<file path="config.mk">
export PLATFORM = sky130hd
export DESIGN_NAME = ata_pio_command_sequencer_flat
export DESIGN_NICKNAME = d
export VERILOG_FILES = /design/src/sv/ata_pkg.sv /design/src/sv/ata_req_if.sv /design/src/sv/ata_rsp_if.sv /design/src/sv/ata_pio_command_sequencer.sv /design/src/sv/ata_front.sv /design/src/sv/ata_queue.sv /design/src/sv/ata_back.sv /design/src/flat_wrapper.sv
export VERILOG_INCLUDE_DIRS = /design/src /design/src/sv
export SDC_FILE = /design/constraint.sdc
export NUM_CORES = 1
export LEC_CHECK = 0
export BUFFER_PORTS_ARGS = -buffer_cell sky130_fd_sc_hd__buf_2
export CORE_MARGIN = 1.5
export CORE_UTILIZATION = 45
export DETAILED_ROUTE_END_ITERATION = 10
export PLACE_DENSITY = 0.62
export SYNTH_ARGS = -nofsm -noshare
export SYNTH_HDL_FRONTEND = slang
export SYNTH_SLANG_ARGS = --single-unit
export TNS_END_PERCENT = 30
</file>
<file path="constraint.sdc">
create_clock -name clock -period 5.1 [get_ports clock]
set_input_delay 0.255 -clock clock [delete_from_list [all_inputs] [get_ports clock]]
set_output_delay 0.255 -clock clock [all_outputs]
set_load 0.02 [all_outputs]
</file>
<file path="src/sv/ata_pio_command_sequencer_macros.svh">
// assertion macros for the ata pio sequencer
`ifndef ATA_PIO_COMMAND_SEQUENCER_MACROS_SVH
`define ATA_PIO_COMMAND_SEQUENCER_MACROS_SVH
`ifndef SYNTHESIS
// check with reset masking
`define ATA_ASSERT(lbl, clk, rst, prop, msg) \
   lbl: assert property (@(posedge clk) disable iff (rst) prop) else $error(msg);
// check without reset masking
`define ATA_ASSERT_ALWAYS(lbl, clk, prop, msg) \
   lbl: assert property (@(posedge clk) prop) else $error(msg);
`else
`define ATA_ASSERT(lbl, clk, rst, prop, msg)
`define ATA_ASSERT_ALWAYS(lbl, clk, prop, msg)
`endif
`endif

</file>
<file path="src/sv/ata_pkg.sv">
package ata_pkg;

   // request commands
   localparam logic [1:0] CMD_REQUEST = 2'd0;
   localparam logic [1:0] CMD_DRIVE   = 2'd1;
   localparam logic [1:0] CMD_HOST    = 2'd2;

   // request kinds
   localparam logic [1:0] OPK_IDENTIFY = 2'd0;
   localparam logic [1:0] OPK_READ     = 2'd1;
   localparam logic [1:0] OPK_WRITE    = 2'd2;
   localparam logic [1:0] OPK_FLUSH    = 2'd3;

   // result actions
   localparam logic [2:0] ACT_WRITE    = 3'd0;
   localparam logic [2:0] ACT_READ     = 3'd1;
   localparam logic [2:0] ACT_TO_HOST  = 3'd2;
   localparam logic [2:0] ACT_NEED     = 3'd3;
   localparam logic [2:0] ACT_COMPLETE = 3'd4;

   // task file registers
   localparam logic [3:0] REG_DATA    = 4'd0;
   localparam logic [3:0] REG_COUNT   = 4'd2;
   localparam logic [3:0] REG_LBA0    = 4'd3;
   localparam logic [3:0] REG_LBA1    = 4'd4;
   localparam logic [3:0] REG_LBA2    = 4'd5;
   localparam logic [3:0] REG_DEVICE  = 4'd6;
   localparam logic [3:0] REG_CMDSTAT = 4'd7;
   localparam logic [3:0] REG_ALT     = 4'd8;

   // drive opcodes and fixed values
   localparam logic [7:0] ATA_IDENTIFY   = 8'hEC;
   localparam logic [7:0] ATA_READ       = 8'h20;
   localparam logic [7:0] ATA_WRITE      = 8'h30;
   localparam logic [7:0] FLUSH_CACHE_OP = 8'hE7;
   localparam logic [7:0] DEV_MASTER     = 8'hA0;
   localparam logic [7:0] DEV_LBA        = 8'hE0;

   // status bits
   localparam int ST_ERR = 0;
   localparam int ST_DRQ = 3;
   localparam int ST_DF  = 5;
   localparam int ST_BSY = 7;

   // completion codes
   localparam logic [2:0] RC_OK          = 3'd0;
   localparam logic [2:0] RC_NOT_PRESENT = 3'd1;
   localparam logic [2:0] RC_ZERO_COUNT  = 3'd2;
   localparam logic [2:0] RC_TIMEOUT     = 3'd3;
   localparam logic [2:0] RC_DRIVE_ERROR = 3'd4;
   localparam logic [2:0] RC_NO_DEVICE   = 3'd5;
   localparam logic [2:0] RC_NOT_ATA     = 3'd6;

   // identify words holding the sector total
   localparam logic [8:0] ID_TOTAL_LO = 9'd60;
   localparam logic [8:0] ID_TOTAL_HI = 9'd61;

   localparam int             WORDS_PER_SECTOR_DEF = 256;
   localparam logic [16:0]    POLL_LIMIT_RESET     = 17'd100000;
   localparam int             QUEUE_DEPTH          = 4;

   // tail sequence kinds expanded by the back end
   typedef enum logic [2:0] {
      TK_DONE  = 3'd0,
      TK_READ  = 3'd1,
      TK_NEED  = 3'd2,
      TK_FLUSH = 3'd3,
      TK_RWCMD = 3'd4,
      TK_IDENT = 3'd5
   } tail_kind_type;

   // one classified request as queued between front and back
   typedef struct packed {
      logic          pre_valid;
      logic [2:0]    pre_action;
      logic [15:0]   pre_word;
      tail_kind_type kind;
      logic [2:0]    code;
      logic [3:0]    reg_index;
      logic [27:0]   lba;
      logic [7:0]    count;
      logic          is_write;
      logic          present;
      logic [31:0]   total;
   } desc_type;

   // one result
   typedef struct packed {
      logic [2:0]  action;
      logic [3:0]  reg_index;
      logic [15:0] word_out;
      logic        last;
      logic [2:0]  result_code;
      logic        present;
      logic [31:0] capacity;
   } item_type;

   // front to queue push
   typedef struct packed {
      logic     push;
      desc_type desc;
   } push_type;

endpackage

</file>
<file path="src/sv/ata_req_if.sv">
interface ata_req_if;
   logic        valid;
   logic        ready;
   logic [1:0]  command;
   logic [1:0]  operation;
   logic [27:0] block_address;
   logic [7:0]  sector_count;
   logic [15:0] word_in;

   modport source (output valid, command, operation, block_address, sector_count, word_in,
                   input ready);
   modport sink (input valid, command, operation, block_address, sector_count, word_in,
                 output ready);
endinterface

</file>
<file path="src/sv/ata_rsp_if.sv">
interface ata_rsp_if;
   logic        valid;
   logic        ready;
   logic [2:0]  action;
   logic [3:0]  register_index;
   logic [15:0] word_out;
   logic        last;
   logic [2:0]  result_code;
   logic        present;
   logic [31:0] capacity;

   modport source (output valid, action, register_index, word_out, last, result_code,
                   present, capacity, input ready);
   modport sink (input valid, action, register_index, word_out, last, result_code,
                 present, capacity, output ready);
endinterface

</file>
<file path="src/sv/ata_pio_command_sequencer.sv">
// ATA PIO LBA28 host sequencer. The front end takes one request per cycle while its
// four-entry queue has room, updates the sequencer state at once and queues a short
// description of the bus accesses that follow; the back end expands each description
// into results, one per cycle while the response sink is ready, through its single
// output register. A request yields zero to fifteen results (identify start fifteen,
// read/write command seven, flush start three, last host word of a write four, others
// one or two).
module ata_pio_command_sequencer #(
   parameter int WORDS_PER_SECTOR = ata_pkg::WORDS_PER_SECTOR_DEF
) (
   input  logic        clock,
   input  logic        reset,
   ata_req_if.sink     req_bus,
   ata_rsp_if.source   rsp_bus,
   input  logic        csr_we,
   input  logic [16:0] csr_wdata
);

   ata_pkg::push_type push;
   ata_pkg::desc_type head;
   logic              full;
   logic              empty;
   logic              pop;

   // request decode and sequencer state
   ata_front #(
      .WORDS_PER_SECTOR (WORDS_PER_SECTOR)
   ) u_front (
      .clock      (clock),
      .reset      (reset),
      .req        (req_bus),
      .csr_we     (csr_we),
      .csr_wdata  (csr_wdata),
      .queue_full (full),
      .push       (push)
   );

   // decoupling queue
   ata_queue u_queue (
      .clock (clock),
      .reset (reset),
      .push  (push),
      .full  (full),
      .pop   (pop),
      .empty (empty),
      .head  (head)
   );

   // result expansion
   ata_back u_back (
      .clock (clock),
      .reset (reset),
      .empty (empty),
      .head  (head),
      .pop   (pop),
      .rsp   (rsp_bus)
   );

endmodule

</file>
<file path="src/sv/ata_front.sv">
module ata_front #(
   parameter int WORDS_PER_SECTOR = ata_pkg::WORDS_PER_SECTOR_DEF
) (
   input  logic               clock,
   input  logic               reset,
   ata_req_if.sink            req,
   input  logic               csr_we,
   input  logic [16:0]        csr_wdata,
   input  logic               queue_full,
   output ata_pkg::push_type  push
);

   localparam logic [8:0] WPS = 9'(WORDS_PER_SECTOR);

   typedef enum logic [13:0] {
      PH_IDLE      = 14'b00000000000001,
      PH_ID_STATUS = 14'b00000000000010,
      PH_ID_BSY    = 14'b00000000000100,
      PH_ID_MID    = 14'b00000000001000,
      PH_ID_HI_OK  = 14'b00000000010000,
      PH_ID_HI_BAD = 14'b00000000100000,
      PH_ID_DRQ    = 14'b00000001000000,
      PH_ID_DATA   = 14'b00000010000000,
      PH_RW_BSY    = 14'b00000100000000,
      PH_RW_DRQ    = 14'b00001000000000,
      PH_RD_DATA   = 14'b00010000000000,
      PH_WR_DATA   = 14'b00100000000000,
      PH_FL_BSY    = 14'b01000000000000,
      PH_FL_ERR    = 14'b10000000000000
   } phase_type;

   phase_type   phase_ff, phase_in;
   logic [1:0]  op_ff, op_in;
   logic [27:0] lba_ff, lba_in;
   logic [7:0]  left_ff, left_in;
   logic [8:0]  words_ff, words_in;
   logic [16:0] poll_ff, poll_in;
   logic        present_ff, present_in;
   logic [31:0] total_ff, total_in;
   logic [16:0] limit_ff, limit_in;

   logic        accept;
   logic [7:0]  status;
   logic [8:0]  words_inc;
   logic [7:0]  left_dec;
   logic        do_xfer, do_retry, do_finish, do_flush, do_poll;
   logic [2:0]  fin_code;
   phase_type   poll_phase;

   assign req.ready = !queue_full;
   assign accept    = req.valid && req.ready;
   assign status    = req.word_in[7:0];
   assign words_inc = words_ff + 9'd1;
   assign left_dec  = left_ff - 8'd1;

   // classify the request and advance the sequencer state
   always_comb begin
      phase_in   = phase_ff;
      op_in      = op_ff;
      lba_in     = lba_ff;
      left_in    = left_ff;
      words_in   = words_ff;
      poll_in    = poll_ff;
      present_in = present_ff;
      total_in   = total_ff;
      limit_in   = csr_we ? csr_wdata : limit_ff;
      push       = '0;
      do_xfer    = 1'b0;
      do_retry   = 1'b0;
      do_finish  = 1'b0;
      do_flush   = 1'b0;
      do_poll    = 1'b0;
      fin_code   = ata_pkg::RC_OK;
      poll_phase = PH_IDLE;
      if (accept) begin
         case (req.command)
            ata_pkg::CMD_REQUEST: begin
               if (phase_ff == PH_IDLE) begin
                  push.push = 1'b1;
                  op_in     = req.operation;
                  if (req.operation == ata_pkg::OPK_IDENTIFY) begin
                     push.desc.kind = ata_pkg::TK_IDENT;
                     phase_in       = PH_ID_STATUS;
                  end else if (!present_ff) begin
                     do_finish = 1'b1;
                     fin_code  = ata_pkg::RC_NOT_PRESENT;
                  end else if (req.operation == ata_pkg::OPK_FLUSH) begin
                     do_flush = 1'b1;
                  end else if (req.sector_count == 8'd0) begin
                     do_finish = 1'b1;
                     fin_code  = ata_pkg::RC_ZERO_COUNT;
                  end else begin
                     lba_in     = req.block_address;
                     left_in    = req.sector_count;
                     words_in   = 9'd0;
                     do_poll    = 1'b1;
                     poll_phase = PH_RW_BSY;
                  end
               end
            end
            ata_pkg::CMD_DRIVE: begin
               push.push = 1'b1;
               case (phase_ff)
                  PH_ID_STATUS: begin
                     if (status == 8'd0) begin
                        do_finish = 1'b1;
                        fin_code  = ata_pkg::RC_NO_DEVICE;
                     end else begin
                        do_poll    = 1'b1;
                        poll_phase = PH_ID_BSY;
                     end
                  end
                  PH_ID_BSY: begin
                     if (!status[ata_pkg::ST_BSY]) begin
                        phase_in            = PH_ID_MID;
                        push.desc.kind      = ata_pkg::TK_READ;
                        push.desc.reg_index = ata_pkg::REG_LBA1;
                     end else begin
                        do_retry = 1'b1;
                     end
                  end
                  PH_ID_MID: begin
                     phase_in            = (status == 8'd0) ? PH_ID_HI_OK : PH_ID_HI_BAD;
                     push.desc.kind      = ata_pkg::TK_READ;
                     push.desc.reg_index = ata_pkg::REG_LBA2;
                  end
                  PH_ID_HI_OK, PH_ID_HI_BAD: begin
                     if (phase_ff == PH_ID_HI_BAD || status != 8'd0) begin
                        do_finish = 1'b1;
                        fin_code  = ata_pkg::RC_NOT_ATA;
                     end else begin
                        do_poll    = 1'b1;
                        poll_phase = PH_ID_DRQ;
                     end
                  end
                  PH_ID_DRQ, PH_RW_DRQ: begin
                     if (status[ata_pkg::ST_ERR] || status[ata_pkg::ST_DF]) begin
                        do_finish = 1'b1;
                        fin_code  = ata_pkg::RC_DRIVE_ERROR;
                     end else if (!status[ata_pkg::ST_BSY] && status[ata_pkg::ST_DRQ]) begin
                        words_in = 9'd0;
                        if (phase_ff == PH_ID_DRQ) begin
                           phase_in            = PH_ID_DATA;
                           push.desc.kind      = ata_pkg::TK_READ;
                           push.desc.reg_index = ata_pkg::REG_DATA;
                        end else if (op_ff == ata_pkg::OPK_WRITE) begin
                           phase_in       = PH_WR_DATA;
                           push.desc.kind = ata_pkg::TK_NEED;
                        end else begin
                           phase_in            = PH_RD_DATA;
                           push.desc.kind      = ata_pkg::TK_READ;
                           push.desc.reg_index = ata_pkg::REG_DATA;
                        end
                     end else begin
                        do_retry = 1'b1;
                     end
                  end
                  PH_ID_DATA: begin
                     if (words_ff == ata_pkg::ID_TOTAL_LO) begin
                        total_in[15:0] = req.word_in;
                     end else if (words_ff == ata_pkg::ID_TOTAL_HI) begin
                        total_in[31:16] = req.word_in;
                     end
                     if (words_inc >= WPS) begin
                        words_in   = 9'd0;
                        present_in = 1'b1;
                        do_finish  = 1'b1;
                     end else begin
                        words_in            = words_inc;
                        push.desc.kind      = ata_pkg::TK_READ;
                        push.desc.reg_index = ata_pkg::REG_DATA;
                     end
                  end
                  PH_RW_BSY: begin
                     if (!status[ata_pkg::ST_BSY]) begin
                        push.desc.kind = ata_pkg::TK_RWCMD;
                        phase_in       = PH_RW_DRQ;
                        poll_in        = 17'd1;
                     end else begin
                        do_retry = 1'b1;
                     end
                  end
                  PH_RD_DATA: begin
                     push.desc.pre_valid  = 1'b1;
                     push.desc.pre_action = ata_pkg::ACT_TO_HOST;
                     push.desc.pre_word   = req.word_in;
                     do_xfer              = 1'b1;
                  end
                  PH_FL_BSY: begin
                     if (!status[ata_pkg::ST_BSY]) begin
                        phase_in            = PH_FL_ERR;
                        push.desc.kind      = ata_pkg::TK_READ;
                        push.desc.reg_index = ata_pkg::REG_CMDSTAT;
                     end else begin
                        do_retry = 1'b1;
                     end
                  end
                  PH_FL_ERR: begin
                     do_finish = 1'b1;
                     fin_code  = status[ata_pkg::ST_ERR] ? ata_pkg::RC_DRIVE_ERROR
                                                         : ata_pkg::RC_OK;
                  end
                  default: begin
                     push.push = 1'b0;
                  end
               endcase
            end
            ata_pkg::CMD_HOST: begin
               if (phase_ff == PH_WR_DATA) begin
                  push.push            = 1'b1;
                  push.desc.pre_valid  = 1'b1;
                  push.desc.pre_action = ata_pkg::ACT_WRITE;
                  push.desc.pre_word   = req.word_in;
                  do_xfer              = 1'b1;
               end
            end
            default: begin
               push.push = 1'b0;
            end
         endcase
      end

      // end of one data word
      if (do_xfer) begin
         if (words_inc >= WPS) begin
            words_in = 9'd0;
            left_in  = left_dec;
            if (left_dec == 8'd0) begin
               if (op_ff == ata_pkg::OPK_WRITE) begin
                  do_flush = 1'b1;
               end else begin
                  do_finish = 1'b1;
               end
            end else begin
               do_poll    = 1'b1;
               poll_phase = PH_RW_DRQ;
            end
         end else begin
            words_in = words_inc;
            if (op_ff == ata_pkg::OPK_WRITE) begin
               push.desc.kind = ata_pkg::TK_NEED;
            end else begin
               push.desc.kind      = ata_pkg::TK_READ;
               push.desc.reg_index = ata_pkg::REG_DATA;
            end
         end
      end

      // status poll retry or timeout
      if (do_retry) begin
         if (poll_ff >= limit_ff) begin
            do_finish = 1'b1;
            fin_code  = ata_pkg::RC_TIMEOUT;
         end else begin
            poll_in             = poll_ff + 17'd1;
            push.desc.kind      = ata_pkg::TK_READ;
            push.desc.reg_index = ata_pkg::REG_CMDSTAT;
         end
      end

      if (do_finish) begin
         phase_in       = PH_IDLE;
         push.desc.kind = ata_pkg::TK_DONE;
         push.desc.code = fin_code;
      end
      if (do_flush) begin
         phase_in       = PH_FL_BSY;
         poll_in        = 17'd1;
         push.desc.kind = ata_pkg::TK_FLUSH;
      end
      if (do_poll) begin
         phase_in            = poll_phase;
         poll_in             = 17'd1;
         push.desc.kind      = ata_pkg::TK_READ;
         push.desc.reg_index = ata_pkg::REG_CMDSTAT;
      end

      // values carried to the results
      push.desc.lba      = lba_ff;
      push.desc.count    = left_ff;
      push.desc.is_write = (op_ff == ata_pkg::OPK_WRITE);
      push.desc.present  = present_in;
      push.desc.total    = total_in;
   end

   // state registers
   always_ff @(posedge clock) begin
      if (reset) begin
         phase_ff   <= PH_IDLE;
         op_ff      <= 2'd0;
         lba_ff     <= 28'd0;
         left_ff    <= 8'd0;
         words_ff   <= 9'd0;
         poll_ff    <= 17'd0;
         present_ff <= 1'b0;
         total_ff   <= 32'd0;
         limit_ff   <= ata_pkg::POLL_LIMIT_RESET;
      end else begin
         phase_ff   <= phase_in;
         op_ff      <= op_in;
         lba_ff     <= lba_in;
         left_ff    <= left_in;
         words_ff   <= words_in;
         poll_ff    <= poll_in;
         present_ff <= present_in;
         total_ff   <= total_in;
         limit_ff   <= limit_in;
      end
   end

endmodule

</file>
<file path="src/sv/ata_queue.sv">
module ata_queue (
   input  logic              clock,
   input  logic              reset,
   input  ata_pkg::push_type push,
   output logic              full,
   input  logic              pop,
   output logic              empty,
   output ata_pkg::desc_type head
);

   localparam int PW = $clog2(ata_pkg::QUEUE_DEPTH);
   localparam int CW = $clog2(ata_pkg::QUEUE_DEPTH + 1);

   ata_pkg::desc_type entry_ff [ata_pkg::QUEUE_DEPTH];
   logic [PW-1:0] wr_ff, wr_in;
   logic [PW-1:0] rd_ff, rd_in;
   logic [CW-1:0] count_ff, count_in;
   logic          do_push, do_pop;

   assign full    = (count_ff == CW'(ata_pkg::QUEUE_DEPTH));
   assign empty   = (count_ff == '0);
   assign head    = entry_ff[rd_ff];
   assign do_push = push.push && !full;
   assign do_pop  = pop && !empty;

   // pointer and fill count
   always_comb begin
      wr_in    = wr_ff;
      rd_in    = rd_ff;
      count_in = count_ff;
      if (do_push) begin
         wr_in = (wr_ff == PW'(ata_pkg::QUEUE_DEPTH - 1)) ? '0 : wr_ff + PW'(1);
      end
      if (do_pop) begin
         rd_in = (rd_ff == PW'(ata_pkg::QUEUE_DEPTH - 1)) ? '0 : rd_ff + PW'(1);
      end
      if (do_push && !do_pop) begin
         count_in = count_ff + CW'(1);
      end else if (do_pop && !do_push) begin
         count_in = count_ff - CW'(1);
      end
   end

   always_ff @(posedge clock) begin
      if (reset) begin
         wr_ff    <= '0;
         rd_ff    <= '0;
         count_ff <= '0;
      end else begin
         wr_ff    <= wr_in;
         rd_ff    <= rd_in;
         count_ff <= count_in;
      end
   end

   // entry storage
   always_ff @(posedge clock) begin
      if (do_push) begin
         entry_ff[wr_ff] <= push.desc;
      end
   end

endmodule

</file>
<file path="src/sv/ata_back.sv">
`include "ata_pio_command_sequencer_macros.svh"

module ata_back (
   input  logic              clock,
   input  logic              reset,
   input  logic              empty,
   input  ata_pkg::desc_type head,
   output logic              pop,
   ata_rsp_if.source         rsp
);

   // bus access of one step of a tail sequence
   function automatic ata_pkg::item_type tail_item(ata_pkg::desc_type d, logic [3:0] i);
      ata_pkg::item_type t;
      t               = '0;
      t.present       = d.present;
      t.capacity      = d.total;
      t.action        = ata_pkg::ACT_READ;
      t.reg_index     = ata_pkg::REG_CMDSTAT;
      t.last          = 1'b1;
      case (d.kind)
         ata_pkg::TK_DONE: begin
            t.action      = ata_pkg::ACT_COMPLETE;
            t.reg_index   = ata_pkg::REG_DATA;
            t.result_code = d.code;
         end
         ata_pkg::TK_READ: begin
            t.reg_index = d.reg_index;
         end
         ata_pkg::TK_NEED: begin
            t.action    = ata_pkg::ACT_NEED;
            t.reg_index = ata_pkg::REG_DATA;
         end
         ata_pkg::TK_FLUSH: begin
            if (i < 4'd2) begin
               t.action   = ata_pkg::ACT_WRITE;
               t.last     = 1'b0;
               t.reg_index = (i == 4'd0) ? ata_pkg::REG_DEVICE : ata_pkg::REG_CMDSTAT;
               t.word_out  = (i == 4'd0) ? {8'd0, ata_pkg::DEV_LBA}
                                         : {8'd0, ata_pkg::FLUSH_CACHE_OP};
            end
         end
         ata_pkg::TK_RWCMD: begin
            if (i < 4'd6) begin
               t.action = ata_pkg::ACT_WRITE;
               t.last   = 1'b0;
            end
            case (i)
               4'd0: begin
                  t.reg_index = ata_pkg::REG_DEVICE;
                  t.word_out  = {8'd0, ata_pkg::DEV_LBA | {4'd0, d.lba[27:24]}};
               end
               4'd1: begin
                  t.reg_index = ata_pkg::REG_COUNT;
                  t.word_out  = {8'd0, d.count};
               end
               4'd2: begin
                  t.reg_index = ata_pkg::REG_LBA0;
                  t.word_out  = {8'd0, d.lba[7:0]};
               end
               4'd3: begin
                  t.reg_index = ata_pkg::REG_LBA1;
                  t.word_out  = {8'd0, d.lba[15:8]};
               end
               4'd4: begin
                  t.reg_index = ata_pkg::REG_LBA2;
                  t.word_out  = {8'd0, d.lba[23:16]};
               end
               4'd5: begin
                  t.reg_index = ata_pkg::REG_CMDSTAT;
                  t.word_out  = {8'd0, d.is_write ? ata_pkg::ATA_WRITE : ata_pkg::ATA_READ};
               end
               default: begin
                  t.reg_index = ata_pkg::REG_CMDSTAT;
               end
            endcase
         end
         ata_pkg::TK_IDENT: begin
            if (i < 4'd14) begin
               t.last = 1'b0;
            end
            case (i)
               4'd0: begin
                  t.action    = ata_pkg::ACT_WRITE;
                  t.reg_index = ata_pkg::REG_DEVICE;
                  t.word_out  = {8'd0, ata_pkg::DEV_MASTER};
               end
               4'd1, 4'd2, 4'd3, 4'd4, 4'd10, 4'd11, 4'd12, 4'd13: begin
                  t.reg_index = ata_pkg::REG_ALT;
               end
               4'd5: begin
                  t.action    = ata_pkg::ACT_WRITE;
                  t.reg_index = ata_pkg::REG_COUNT;
               end
               4'd6: begin
                  t.action    = ata_pkg::ACT_WRITE;
                  t.reg_index = ata_pkg::REG_LBA0;
               end
               4'd7: begin
                  t.action    = ata_pkg::ACT_WRITE;
                  t.reg_index = ata_pkg::REG_LBA1;
               end
               4'd8: begin
                  t.action    = ata_pkg::ACT_WRITE;
                  t.reg_index = ata_pkg::REG_LBA2;
               end
               4'd9: begin
                  t.action    = ata_pkg::ACT_WRITE;
                  t.reg_index = ata_pkg::REG_CMDSTAT;
                  t.word_out  = {8'd0, ata_pkg::ATA_IDENTIFY};
               end
               default: begin
                  t.reg_index = ata_pkg::REG_CMDSTAT;
               end
            endcase
         end
         default: begin
            t.action = ata_pkg::ACT_COMPLETE;
         end
      endcase
      return t;
   endfunction

   logic              pre_done_ff, pre_done_in;
   logic [3:0]        idx_ff, idx_in;
   logic              out_valid_ff, out_valid_in;
   ata_pkg::item_type out_ff, out_in;
   ata_pkg::item_type item;
   logic              load;
   logic              in_prefix;

   assign in_prefix = head.pre_valid && !pre_done_ff;
   assign load      = !empty && (!out_valid_ff || rsp.ready);
   assign pop       = load && item.last;

   // pick the next result of the head request
   always_comb begin
      if (in_prefix) begin
         item               = '0;
         item.action        = head.pre_action;
         item.reg_index     = ata_pkg::REG_DATA;
         item.word_out      = head.pre_word;
         item.present       = head.present;
         item.capacity      = head.total;
      end else begin
         item = tail_item(head, idx_ff);
      end
   end

   // step through the head request and fill the output register
   always_comb begin
      pre_done_in  = pre_done_ff;
      idx_in       = idx_ff;
      out_valid_in = out_valid_ff && !rsp.ready;
      out_in       = out_ff;
      if (load) begin
         out_valid_in = 1'b1;
         out_in       = item;
         if (item.last) begin
            pre_done_in = 1'b0;
            idx_in      = 4'd0;
         end else if (in_prefix) begin
            pre_done_in = 1'b1;
         end else begin
            idx_in = idx_ff + 4'd1;
         end
      end
   end

   always_ff @(posedge clock) begin
      if (reset) begin
         pre_done_ff  <= 1'b0;
         idx_ff       <= 4'd0;
         out_valid_ff <= 1'b0;
      end else begin
         pre_done_ff  <= pre_done_in;
         idx_ff       <= idx_in;
         out_valid_ff <= out_valid_in;
      end
   end

   always_ff @(posedge clock) begin
      out_ff <= out_in;
   end

   assign rsp.valid          = out_valid_ff;
   assign rsp.action         = out_ff.action;
   assign rsp.register_index = out_ff.reg_index;
   assign rsp.word_out       = out_ff.word_out;
   assign rsp.last           = out_ff.last;
   assign rsp.result_code    = out_ff.result_code;
   assign rsp.present        = out_ff.present;
   assign rsp.capacity       = out_ff.capacity;

   // sequence step checks
   `ATA_ASSERT(a_step_reset, clock, reset, pop |=> (idx_ff == 4'd0 && !pre_done_ff), "step not cleared after last result")
   `ATA_ASSERT(a_idx_range, clock, reset, idx_ff < 4'd15, "tail step beyond longest sequence")
   `ATA_ASSERT(a_prefix_not_last, clock, reset, (load && in_prefix) |-> !item.last, "prefix marked last")

endmodule
</file>
<file path="src/flat_wrapper.sv">
// flat-port wrapper written by rule: the top's interface ports become plain ports
module ata_pio_command_sequencer_flat 
#(
   parameter int WORDS_PER_SECTOR = ata_pkg::WORDS_PER_SECTOR_DEF
)
  (clock, reset, csr_we, csr_wdata, req_bus_valid, req_bus_command, req_bus_operation, req_bus_block_address, req_bus_sector_count, req_bus_word_in, req_bus_ready, rsp_bus_valid, rsp_bus_action, rsp_bus_register_index, rsp_bus_word_out, rsp_bus_last, rsp_bus_result_code, rsp_bus_present, rsp_bus_capacity, rsp_bus_ready);
  ata_req_if req_bus_i ();
  ata_rsp_if rsp_bus_i ();
  input  logic clock;
  input  logic reset;
  input  logic csr_we;
  input  logic [16:0] csr_wdata;
  input wire logic [$bits(req_bus_i.valid)-1:0] req_bus_valid;
  input wire logic [$bits(req_bus_i.command)-1:0] req_bus_command;
  input wire logic [$bits(req_bus_i.operation)-1:0] req_bus_operation;
  input wire logic [$bits(req_bus_i.block_address)-1:0] req_bus_block_address;
  input wire logic [$bits(req_bus_i.sector_count)-1:0] req_bus_sector_count;
  input wire logic [$bits(req_bus_i.word_in)-1:0] req_bus_word_in;
  output wire logic [$bits(req_bus_i.ready)-1:0] req_bus_ready;
  output wire logic [$bits(rsp_bus_i.valid)-1:0] rsp_bus_valid;
  output wire logic [$bits(rsp_bus_i.action)-1:0] rsp_bus_action;
  output wire logic [$bits(rsp_bus_i.register_index)-1:0] rsp_bus_register_index;
  output wire logic [$bits(rsp_bus_i.word_out)-1:0] rsp_bus_word_out;
  output wire logic [$bits(rsp_bus_i.last)-1:0] rsp_bus_last;
  output wire logic [$bits(rsp_bus_i.result_code)-1:0] rsp_bus_result_code;
  output wire logic [$bits(rsp_bus_i.present)-1:0] rsp_bus_present;
  output wire logic [$bits(rsp_bus_i.capacity)-1:0] rsp_bus_capacity;
  input wire logic [$bits(rsp_bus_i.ready)-1:0] rsp_bus_ready;
  assign req_bus_i.valid = req_bus_valid;
  assign req_bus_i.command = req_bus_command;
  assign req_bus_i.operation = req_bus_operation;
  assign req_bus_i.block_address = req_bus_block_address;
  assign req_bus_i.sector_count = req_bus_sector_count;
  assign req_bus_i.word_in = req_bus_word_in;
  assign req_bus_ready = req_bus_i.ready;
  assign rsp_bus_valid = rsp_bus_i.valid;
  assign rsp_bus_action = rsp_bus_i.action;
  assign rsp_bus_register_index = rsp_bus_i.register_index;
  assign rsp_bus_word_out = rsp_bus_i.word_out;
  assign rsp_bus_last = rsp_bus_i.last;
  assign rsp_bus_result_code = rsp_bus_i.result_code;
  assign rsp_bus_present = rsp_bus_i.present;
  assign rsp_bus_capacity = rsp_bus_i.capacity;
  assign rsp_bus_i.ready = rsp_bus_ready;
  ata_pio_command_sequencer #(.WORDS_PER_SECTOR(WORDS_PER_SECTOR)) u_core (.clock(clock), .reset(reset), .req_bus(req_bus_i), .rsp_bus(rsp_bus_i), .csr_we(csr_we), .csr_wdata(csr_wdata));
endmodule
</file>
### Word level (Yosys, flattened, before mapping)

Memories as Yosys holds them, arrays and structs flattened. A register that Yosys moved wholly into a read port is not among the register bits.
Cells that the tools add are included.

* memories: 1
* RAM bits: 400
* input port bits: 78
* output and inout port bits: 62
* bits in latches: 0
* flip-flop bits (word level): 201
* memory bits (read-only): 0

Memory list
* u_core.u_queue.entry_ff: depth 4, width 100, rd ports 1, clocked after memory_dff 1, wr ports 1, line ata_queue.sv:14 `ata_pkg::desc_type entry_ff [ata_pkg::QUEUE_DEPTH];`

* div/mod/pow operators: 0
* magnitude comparators: 5
* multiplexer cells: 199
* equality and inequality tests: 58
* shift operators: 0
* multipliers: 0
* $add $sub $neg: 8
* reduce and logical (&&, ||, !) cells: 52
* bitwise operators: 4

Operators by type and width (number)
* $mux 14: 19
* $mux 17: 6
* $mux 9: 11
* $mux 32: 3
* $mux 3: 25
* $mux 8: 9
* $pmux 14 s5: 1
* $mux 1: 65
* $mux 60: 1
* $pmux 14 s2: 2
* $pmux 17 s3: 1
* $mux 16: 3
* $pmux 8 s6: 1
* $pmux 3 s5: 3
* $pmux 20 s2: 1
* $pmux 9 s2: 2
* $mux 4: 8
* $ne 6x6->1 const B: 5
* $mux 2: 13
* $eq 4x4->1 const B: 6
* $logic_not 8->1: 3
* $mux 12: 2
* $mux 24: 1
* $pmux 4 s6: 1
* 77 further kinds: 134

### Longest topological paths before layout

Gate-level depths: netlist (run 1).

* depth in word-level cells: 17
* gate-level depth with buffers: 14
* depth with buffers taken out: 12

### Hierarchy

Synthesis (run 1) repeated with hierarchy kept, for this count alone.

* cells, all modules: 1693
* area total of the unflattened synthesis: 25000.2 um2

By module, submodules not included
* ata_queue: seq. area each 12191.7 um2, instances 1, cells an instance 572, area each 14933.1 um2
* ata_front: seq. area each 2562.5 um2, instances 1, cells an instance 849, area each 6897.9 um2
* ata_back: seq. area each 1921.8 um2, instances 1, cells an instance 272, area each 3169.3 um2

### Worst setup path before layout (run 1)

No wires, ideal clock.

* kind: reg-to-reg
* from: reg u_core.u_queue.count_ff[0]
* to: reg u_core.u_queue.count_ff[2]
* data arrival time: 5.422 ns
* library setup time: 0.071 ns
* cell stages (with the launch flop): 12
* clock period less this slack: 5.493 ns
* path slack: -0.393 ns
* buffers on the path: 0
* cell sequence: dfxtp_1 > nor3_1 > a21oi_1 > nor2b_1 > nor3b_1 > inv_1 > ha_1 > inv_1 > fa_1 > xor2_1 > or3_1 > a21oi_1

* longest elaborated chain between the ends: 8
* elaborated cells between the ends (all ways): 19
* those cells by class: 2 x add/sub; 1 x eq/ne; 3 x mux; 13 x reduce/logical

Ends and longest elaborated chain
* start, declared: line ata_queue.sv:17 `logic [CW-1:0] count_ff, count_in;`
* start signal, assigned: line ata_queue.sv:52 `count_ff <= count_in;`
* $logic_not 3->1 (*): line ata_queue.sv:21 `assign empty = (count_ff == '0);`
* $logic_not 1->1 (*): line ata_back.sv:133 `assign load = !empty && (!out_valid_ff || rsp.ready);`
* $logic_and 1x1->1 (*): line ata_back.sv:133
* via u_core.u_back.load: line ata_back.sv:129 `logic load;`
* $logic_and 1x1->1 (*): line ata_back.sv:134 `assign pop = load && item.last;`
* $logic_and 1x1->1 (*): line ata_queue.sv:24 `assign do_pop = pop && !empty;`
* $logic_not 1->1: line ata_queue.sv:37 `if (do_push && !do_pop) begin`
* $logic_and 1x1->1: line ata_queue.sv:37
* $mux 3 / $reduce_bool 2->1 (equally long branches)

The timed path passes the listed nets; every way through them passes the cells marked *. The select of a mux whose other input is x is not followed.
A chain may end at the register's enable or synchronous reset.

### Worst setup path in the final report (run 1)

* from: reg u_core.u_front.phase_ff[8]
* to: reg u_core.u_queue.count_ff[2]

* longest elaborated chain between the ends: 9
* elaborated cells between the ends (all ways): 26
* those cells by class: 14 x eq/ne; 6 x mux; 6 x reduce/logical

Ends and longest elaborated chain
* start, declared: line ata_front.sv:32 `phase_type phase_ff, phase_in;`
* start signal, assigned: line ata_front.sv:299 `phase_ff <= phase_in;`
* $eq 14x6->1, or another cell as far along: line ata_front.sv:103 `case (phase_ff)`
* $reduce_or 12->1 (no line)
* $mux 1: line ata_front.sv:103
* $pmux 1 s3 (*): line ata_front.sv:76 `case (req.command)`
* $mux 24 (*): line ata_front.sv:75 `if (accept) begin`
* $logic_and 1x1->1 (*): line ata_queue.sv:23 `assign do_push = push.push && !full;`
* via u_core.u_queue.do_push: line ata_queue.sv:18 `logic do_push, do_pop;`
* $logic_not 1->1: line ata_queue.sv:39 `end else if (do_pop && !do_push) begin`
* $logic_and 1x1->1: line ata_queue.sv:39
* $reduce_bool 2->1 (no line)

The timed path passes the listed nets; every way through them passes the cells marked *.

==> results of run 1 <==
==> flip-flops by register name, indices dropped and copies added, names as in the netlist, 8 cells and up, named ones only <==
register,count
u_core.u_front.phase_ff,14
u_core.u_back.rsp.capacity,32
u_core.u_front.left_ff,8
u_core.u_queue.entry_ff,388
u_core.u_front.total_ff,32
u_core.u_front.poll_ff,17
u_core.u_front.limit_ff,17
u_core.u_front.lba_ff,28
u_core.u_back.rsp.word_out,16
u_core.u_front.words_ff,9
==> layout make-up <==
type / count / area (um2)
fillers: 4420 / 25200
flip-flops and latches: 591 / 16300
multi-input cells: 967 / 7890
clock buffers: 74 / 1590
repair buffers: 223 / 1530
well taps: 696 / 871
clock inverters: 38 / 544
inverters: 59 / 221
==> placed cells by master (no fill, tap or decap), types with 21 or more instances in the layout <==
cell type	n
mux4_2	97
buf_4	25
nand2_1	130
mux2_2	33
o21ai_0	45
clkbuf_16	60
edfxtp_1	448
nand4_1	21
a21oi_1	95
inv_1	59
ha_1	37
dlygate4sd3_1	53
nand3_1	29
and2_1	74
dfxtp_1	141
buf_2	139
nor2_1	76
==> layer usage <==
layer | track usage | vias to the layer above
met5 | 0 | -
met4 | 0.0591 | 0
met3 | 0.0332 | 100
met2 | 0.350 | 473
met1 | 0.299 | 7671
li1 | - | 7006
==> worst max-delay path, stage by stage (launching register included) <==
cell and delay (ps):
dfxtp_1 420, or4_1 780, or4_1 630, o211ai_1 150
o41ai_1 160, a211oi_4 470, ha_1 260, inv_1 70
fa_1 430, xor2_1 160, or3_1 300, a21oi_1 150
==> kinds of logic after synthesis <==
group | after synthesis | share of synthesized area
AOI/OAI and AO/OA | 276 | 0.0731
adders and majority gates | 38 | 0.0195
xor gates and xnor gates | 13 | 0.00459
muxes | 147 | 0.110
buffers and inverters | 148 | 0.0249
and+or+nand+nor | 493 | 0.110
DFF | 591 | 0.658
==> path summary, 6_finish.rpt <==
check / end / slack [ps] / cells after the start
max reg2reg: u_core.u_queue.count_ff[2] / 1040 / 11
min: u_core.u_front.left_ff[0] / 70 / 3
max: u_core.u_queue.count_ff[2] / 1040 / 11
min reg2reg: u_core.u_front.op_ff[0] / 480 / 2
==> power by group through the flow <==
stage / clock network (mW) / registers (mW) / logic, mW
after floorplan: 0 / 6.20 / 1.16
after global placement: 0 / 5.93 / 2.20
after detailed placement: 0 / 5.94 / 2.20
after CTS: 4.78 / 5.84 / 2.24
after global routing: 4.98 / 5.86 / 2.37
final: 4.69 / 5.82 / 2.20
==> what timing repair did <==
item,CTS,global route
hold endpoints to repair,53,0
gates resized for setup,0,0
setup endpoints to repair,0,0
hold buffers,53,0
==> metrics.txt, run 1 <==
IO Count=140; Final Total Pwr=12.7 mW; hold slack=70.7 ps; CP Launch Point=u_core.u_front.phase_ff[8]; Internal=9.28 mW; Post-Syn Instances=1706; most common cell in the netlist=edfxtp_1; Clk pwr share=0.369; fin crit share=0.796; number of vias per cell=5.76; CTS tree=built; core area=0.0541 mm2; Worst setup SP type=register; Final Hold Viols=0; Post-Place Cell Area=0.0263 mm2; drt first pass iters=6; layout cell share with drive strength beyond 1=0.224; Synth area leaders=edfxtp_1 54%, dfxtp_1 12%, mux4_2 8.8%, and2_1 2.0%, nand2_1 2.0%; initial antenna violation count=0; highest clock rate=0.246 GHz; DIE HEIGHT=238 um; met3 wire len=3.23 mm; clock transition at the registers of the reported paths=60 ps; final non-filler cell total=2648; Mapped Nets=1822; Avg WL per Cell=22.7 um; setup bufs post-CTS=0; CTS max path bufs=3; Post-synth EDFFs=448; Sum Neg Setup Slack=0 ps; number of global-route vias before repair=15200; Yosys reg bits=591; IO buf count=139; maximum capacitance violations=0; Final HPWL DP=39.4 mm; Net Sw Power=3.43 mW; register share of total power=0.458; Die X=238 um; Finished Cell Area=0.0290 mm2; fin crit period=4060 ps; Worst EP required=5630 ps; WL met1=26.5 mm; Mean Syn Cell Area=14.5 um2; Hold WC Path Type=input port to register; PwrDens=439 mW/mm2; CP max FO=12; clock sinks=591; Routed WL=60.2 mm; Synth-to-Final Area Change=16.9%; via count=15300; RR Startpoint=u_core.u_front.phase_ff[8]; worst vdd ir=0.339 mV; Post-Syn Area=0.0248 mm2; Synth area leader=edfxtp_1; Antenna Cells=0; Layout Nets=2017; PnR worst setup slack=1040 ps; Synth top area share=0.542; Commonest cells post-synth=448 x edfxtp_1, 143 x dfxtp_1, 130 x nand2_1; Die ar.=0.0565 mm2; row cnt=85; Synth warnings=0; critical path class=register to register; Unique masters post-synth=89; Congestion Overflow GR=0; Worst Tran Pin Value=1050 ps; pre-CTS setup slack=1080 ps; GRT Util Overall=0.214; worst hold start=req_bus_sector_count[0]; combinational share of power=0.173; Placer Congestion=0.899; Highest Signal Layer=met4; fin util=0.535; clock root cell=clkbuf_16; run status=complete, no violations; asr flop ratio synth=0; Worst Setup End Kind=register; Setup-failing EPs final=0; H-tree depth=2; antenna viol nets, final=0; global-route wire length before repair=91.8 mm; sw frac=0.270; clk_lat worst skew=620 ps; Slew Viols, Final=0; Inserted Clock Buffers=59; crit path DAT=4590 ps; Final Skew=21.0 ps; dpl cells=2483; Slew HR=0.303; drc violations=0; starting density of the core=0.458; Routed met2 length=29.2 mm; largest net degree at the start of global routing=62; initial drt markers=1381; predominant post-synthesis flop cell=edfxtp_1; register area share after synthesis=0.658; unrepaired setup endpoints after global routing=false; Lkg Pwr=10.3 nW
Note: power is estimated with default switching activity, not from simulation.
==> inputs of run 2 (changes only) <==
--- a/config.mk
+++ b/config.mk
@@ -10,7 +10,7 @@
 export CORE_MARGIN = 1.5
 export CORE_UTILIZATION = 45
 export DETAILED_ROUTE_END_ITERATION = 10
-export PLACE_DENSITY = 0.62
+export PLACE_DENSITY = 0.6
 export SYNTH_ARGS = -nofsm -noshare
 export SYNTH_HDL_FRONTEND = slang
 export SYNTH_SLANG_ARGS = --single-unit
==> constraint.sdc (replaced) <==
create_clock -name clock -period 3.95 [get_ports clock]
set_input_delay 0.1975 -clock clock [delete_from_list [all_inputs] [get_ports clock]]
set_output_delay 0.1975 -clock clock [all_outputs]
set_load 0.02 [all_outputs]
==> run 2 against run 1 <==
First-iteration DRC count down 18%. Clock skew grew 6.9 ps. Via count is 0.60% higher. Register-to-register slack worse by 730 ps. Sequential share of layout area fell by 0.23 points. Setup slack worse by 730 ps. Final area rose by 0.40%. Global-route usage increased by 0.61 points. Critical endpoint unchanged. Combinational power up 34%.
==> metrics.txt, run 2 (synthesis results as in run 1) <==
Layout Nets=2053; critical path class=register to register; Final Skew=27.8 ps; Net Sw Power=4.38 mW; Crit path depth=11; commonest non-fill, non-tap cell in the layout=edfxtp_1; core area=0.0541 mm2; clock transition at the registers of the reported paths=60 ps; most frequent cells in the layout=448 x edfxtp_1, 141 x dfxtp_1, 139 x buf_2; Slew Viols, Final=0; PwrDens=544 mW/mm2; Clk pwr share=0.343; Routed WL=61.5 mm; fin crit share=0.920; dpl cells=2513; Worst EP required=4460 ps; Finished Cell Area=0.0291 mm2; worst vdd ir=0.543 mV; cell with the most instances on the worst path=or4_1; Die X=238 um; number of vias per cell=5.72; Synth-to-Final Area Change=17.3%; Final Total Pwr=15.8 mW; GRT Util Overall=0.220; antenna viol nets, final=0; critical path's top delay family=simple AND/OR/NAND/NOR gates; Largest Register=u_core.u_queue.entry_ff; unrepaired setup endpoints after global routing=false; DIE HEIGHT=238 um; Internal=11.4 mW; Final Hold Viols=0; largest net degree at the start of global routing=76; register share of total power=0.472; post-CTS sizing=0; initial drt markers=1138; max FFs per register=388; clk_lat worst skew=620 ps; starting density of the core=0.458; Post-Place Cell Area=0.0266 mm2; clock sinks=591; via count=15300; clock root cell=clkbuf_16; sw frac=0.277; Worst Setup End Kind=register; Inserted Clock Buffers=59; initial antenna violation count=3; Avg WL per Cell=22.9 um; layout cell share with drive strength beyond 1=0.227; row cnt=85; fin crit period=3640 ps; IO buf count=139; run status=complete, no violations; maximum capacitance violations=0; CP max FO=10; number of global-route vias before repair=15500; Die ar.=0.0565 mm2; drc violations=0; global-route wire length before repair=94.0 mm; drt first pass iters=5; max incr delay on CP=670 ps; Worst setup SP type=register; Hold WC Path Type=input port to register; Congestion Overflow GR=0; Final HPWL DP=40.4 mm; crit path buf inv count=1; Setup-failing EPs final=0; CTS tree=built; Worst Tran Pin Value=978 ps; Slew HR=0.348; combinational share of power=0.186; crit path DAT=4150 ps; FF-to-FF path depth=11; number of cells on the worst hold path=2; Worst path slowest cell=or4_1; H-tree depth=2; Lkg Pwr=10.3 nW; highest clock rate=0.275 GHz; cell chain of the critical path=or4_1 > or4_1 > o211ai_1 > o41ai_1 > a211oi_4 > ha_1 > inv_1 > fa_1 > xor2_1 > or3_1 > a21oi_1; CTS max path bufs=3; IO Count=140; final non-filler cell total=2684; Placer Congestion=0.892
run 2: changes by cell type in the layout (fill, tap and decap cells not counted), moves of 6 or more:
cell and change:
buf_12 +7, dlygate4sd3_1 +6, clkinv_1 +6, clkbuf_1 +8, buf_4 +23, bufinv_16 -8
run 2: metrics by stage:
step / setup WS [ps] / setup TNS [ps] / hold slack [ps] / util
2_1_floorplan: -1010 / -196900 / 328 / -
3_3_place_gp: 382 / 0 / 423 / 0.492
3_5_place_dp: 372 / 0 / 435 / 0.492
4_1_cts: 316 / 0 / 8.52 / 0.537
5_1_grt: 110 / 0 / 23.1 / 0.537
6_report: 314 / 0 / 48.7 / 0.537
run 2: power by group through the flow:
stage / combinational (mW) / sequential, mW / clock [mW]
after floorplan: 1.50 / 7.99 / 0
after global placement: 2.92 / 7.59 / 0
after detailed placement: 2.93 / 7.60 / 0
after CTS: 2.99 / 7.47 / 5.55
after global routing: 3.15 / 7.50 / 5.81
final: 2.94 / 7.46 / 5.42
run 2: worst paths after layout:
kind,startpoint,end,slack [ps]
max,u_core.u_front.phase_ff[4],u_core.u_queue.count_ff[2],310
min,req_bus_word_in[10],u_core.u_queue.entry_ff[1][26],50
max reg2reg,u_core.u_front.phase_ff[4],u_core.u_queue.count_ff[2],310
min reg2reg,u_core.u_front.op_ff[0],u_core.u_front.op_ff[0],490
run 2: per-layer routing:
layer  track usage  wire, um
met1         0.313     27700
met2         0.352     29100
met3        0.0361      3350
met4        0.0618      1400
met5             0         0
run 2: cell type report:
| cell class | instances | area, um2 |
|---|---|---|
| tap | 696 | 871 |
| sequential | 591 | 16300 |
| clock inverter | 31 | 294 |
| fill | 4426 | 25000 |
| inverter | 59 | 221 |
| timing repair buffer | 259 | 1910 |
| clock buffer | 80 | 1590 |
| multi-input combinational | 967 | 7890 |
| antenna | 1 | 2.50 |
run 2: timing repair:
action / CTS / global route
buffers inserted: 0 / 0
hold endpoints to repair: 75 / 0
hold buffers: 59 / 0
==> inputs of run 3 (changes only) <==
==> constraint.sdc (replaced) <==
create_clock -name clock -period 3.7 [get_ports clock]
set_input_delay 0.185 -clock clock [delete_from_list [all_inputs] [get_ports clock]]
set_output_delay 0.185 -clock clock [all_outputs]
set_load 0.02 [all_outputs]
==> run 3 against run 2 <==
Final area grew 1.7%. Sequential cell count is the same. Die area is the same. Routed wire length grew 1.6%. Worst hold slack gained 3.4 ps. Register-to-register slack lost 130 ps. Global-route usage grew 0.26 points. Sequential share of layout area shrank 0.92 points. Critical path type unchanged. Largest cell class unchanged.
==> metrics.txt, run 3 (synthesis results as in run 1) <==
unrepaired setup endpoints after global routing=false; clock sinks=591; Inserted Clock Buffers=58; FF-to-FF path depth=11; CP max FO=10; CP Launch Point=u_core.u_front.phase_ff[13]; H-tree depth=2; critical path's top delay family=simple AND/OR/NAND/NOR gates; Worst path slowest cell=or4_1; drc violations=0; CP Capture Point=u_core.u_queue.count_ff[2]; Setup-failing EPs final=0; Routed WL=62.5 mm; Die X=238 um; commonest non-fill, non-tap cell in the layout=edfxtp_1; Worst setup SP type=register; cell chain of the critical path=or4_1 > or4_1 > o211ai_1 > o41ai_1 > a211oi_4 > ha_1 > inv_1 > fa_1 > xor2_1 > or3_1 > a21oi_1; cell with the most instances on the worst path=or4_1; Worst R2R Setup Slack=180 ps; fin crit period=3520 ps; Final Skew=29.0 ps; IO buf count=139; highest clock rate=0.284 GHz; Slew Viols, Final=0; antenna viol nets, final=0; max incr delay on CP=580 ps; Hold WC Path Type=input port to register; clk_lat worst skew=620 ps; maximum capacitance violations=0; Die ar.=0.0565 mm2; core area=0.0541 mm2; Placer Congestion=0.915; Worst Tran Pin Value=1360 ps; Congestion Overflow GR=0; most frequent cells in the layout=448 x edfxtp_1, 141 x dfxtp_1, 139 x buf_2; number of global-route vias before repair=15500; initial drt markers=1278; worst vdd ir=0.514 mV; RR Startpoint=u_core.u_front.phase_ff[13]; Synth-to-Final Area Change=19.3%; DIE HEIGHT=238 um; Post-Place Cell Area=0.0268 mm2; Layout Nets=2081; crit path DAT=4030 ps; Worst EP required=4220 ps; CTS max path bufs=3; PwrDens=596 mW/mm2; worst flop-to-flop path endpoint=u_core.u_queue.count_ff[2]; Final Hold Viols=0; global-route wire length before repair=95.2 mm; Largest Register=u_core.u_queue.entry_ff; run status=complete, no violations; Crit path depth=11; number of vias per cell=5.72; Final HPWL DP=41.5 mm; setup bufs post-CTS=0; layout cell share with drive strength beyond 1=0.246; max FFs per register=388; via count=15500; clock transition at the registers of the reported paths=60 ps; drt first pass iters=5; largest net degree at the start of global routing=76; row cnt=85; IO Count=140; Avg WL per Cell=23.1 um; Final Total Pwr=17.6 mW; Finished Cell Area=0.0296 mm2; Slew HR=0.0839; initial antenna violation count=0; critical path class=register to register; clock root cell=clkbuf_16; starting density of the core=0.458; Lkg Pwr=10.6 nW; crit path buf inv count=1; Worst Setup End Kind=register; GRT Util Overall=0.223; CTS tree=built; fin crit share=0.951
[run 3: cell count changes in the layout (fill, tap and decap cells not counted), moves of 2 or more]
cell and delta:
buf_4 +27, clkbuf_1 -10, clkbuf_8 +5, inv_6 +2
bufinv_16 +7, dlygate4sd3_1 +2, clkinv_4 -3, clkinv_1 -6
[run 3: stage by stage]
stage                util  hold slack [ps]  setup slack (ps)  instances  setup TNS [ps]
finish              0.546             52.1               183       2711               0
floorplan               -              315              -205       1706          -79610
global route        0.546             47.4              65.1       2710               0
global placement    0.496              404               156       2540               0
CTS                 0.546             12.8               104       2710               0
detailed placement  0.496              408               139       2540               0
[run 3: worst register-to-register path, cell delays in order (launching register included)]
cell and delay (ps):
dfxtp_1 400, or4_1 490, or4_1 580, o211ai_1 150
o41ai_1 190, a211oi_4 280, ha_1 220, inv_1 70
fa_1 430, xor2_1 160, or3_1 320, a21oi_1 160
[run 3: layout make-up]
class	count	area, um2
well taps	696	871
clock inverters	34	510
inverters	59	221
clock buffers	75	1620
flip-flops and latches	591	16300
multi-input cells	967	7910
diodes	1	2.50
repair buffers	288	2130
fillers	4387	24600
[run 3: timing repair]
action / CTS / global route
hold endpoints to repair: 110 / 0
hold buffers: 61 / 0
endpoints found under the setup margin: 0 / 1
resized for setup: 0 / 1
[run 3: per-layer routing]
metal | up-vias | part of all wire | global-route usage
met4 | 0 | 0.019 | 0.0523
met3 | 79 | 0.047 | 0.0318
met1 | 7893 | 0.45 | 0.317
met5 | - | 0 | 0
li1 | 7138 | - | -
met2 | 410 | 0.48 | 0.364
[run 3: worst min path at each step]
stage,slack (ps),depth (start not counted),to,from
3_5_place_dp,410,3,u_core.u_front.limit_ff[5],csr_wdata[5]
6_report,50,2,u_core.u_queue.entry_ff[1][15],req_bus_word_in[15]
4_1_cts,10,2,u_core.u_queue.entry_ff[0][95],req_bus_word_in[15]
2_1_floorplan,320,2,u_core.u_front.limit_ff[10],csr_wdata[10]
3_3_place_gp,400,3,u_core.u_front.limit_ff[5],csr_wdata[5]
5_1_grt,50,2,u_core.u_queue.entry_ff[1][95],req_bus_word_in[15]
[run 3: where the power goes]
part	total, mW	internal [mW]	switching, mW
combinational	3.22	1.17	2.05
sequential	7.97	7.77	0.194
clock	6.43	3.87	2.56
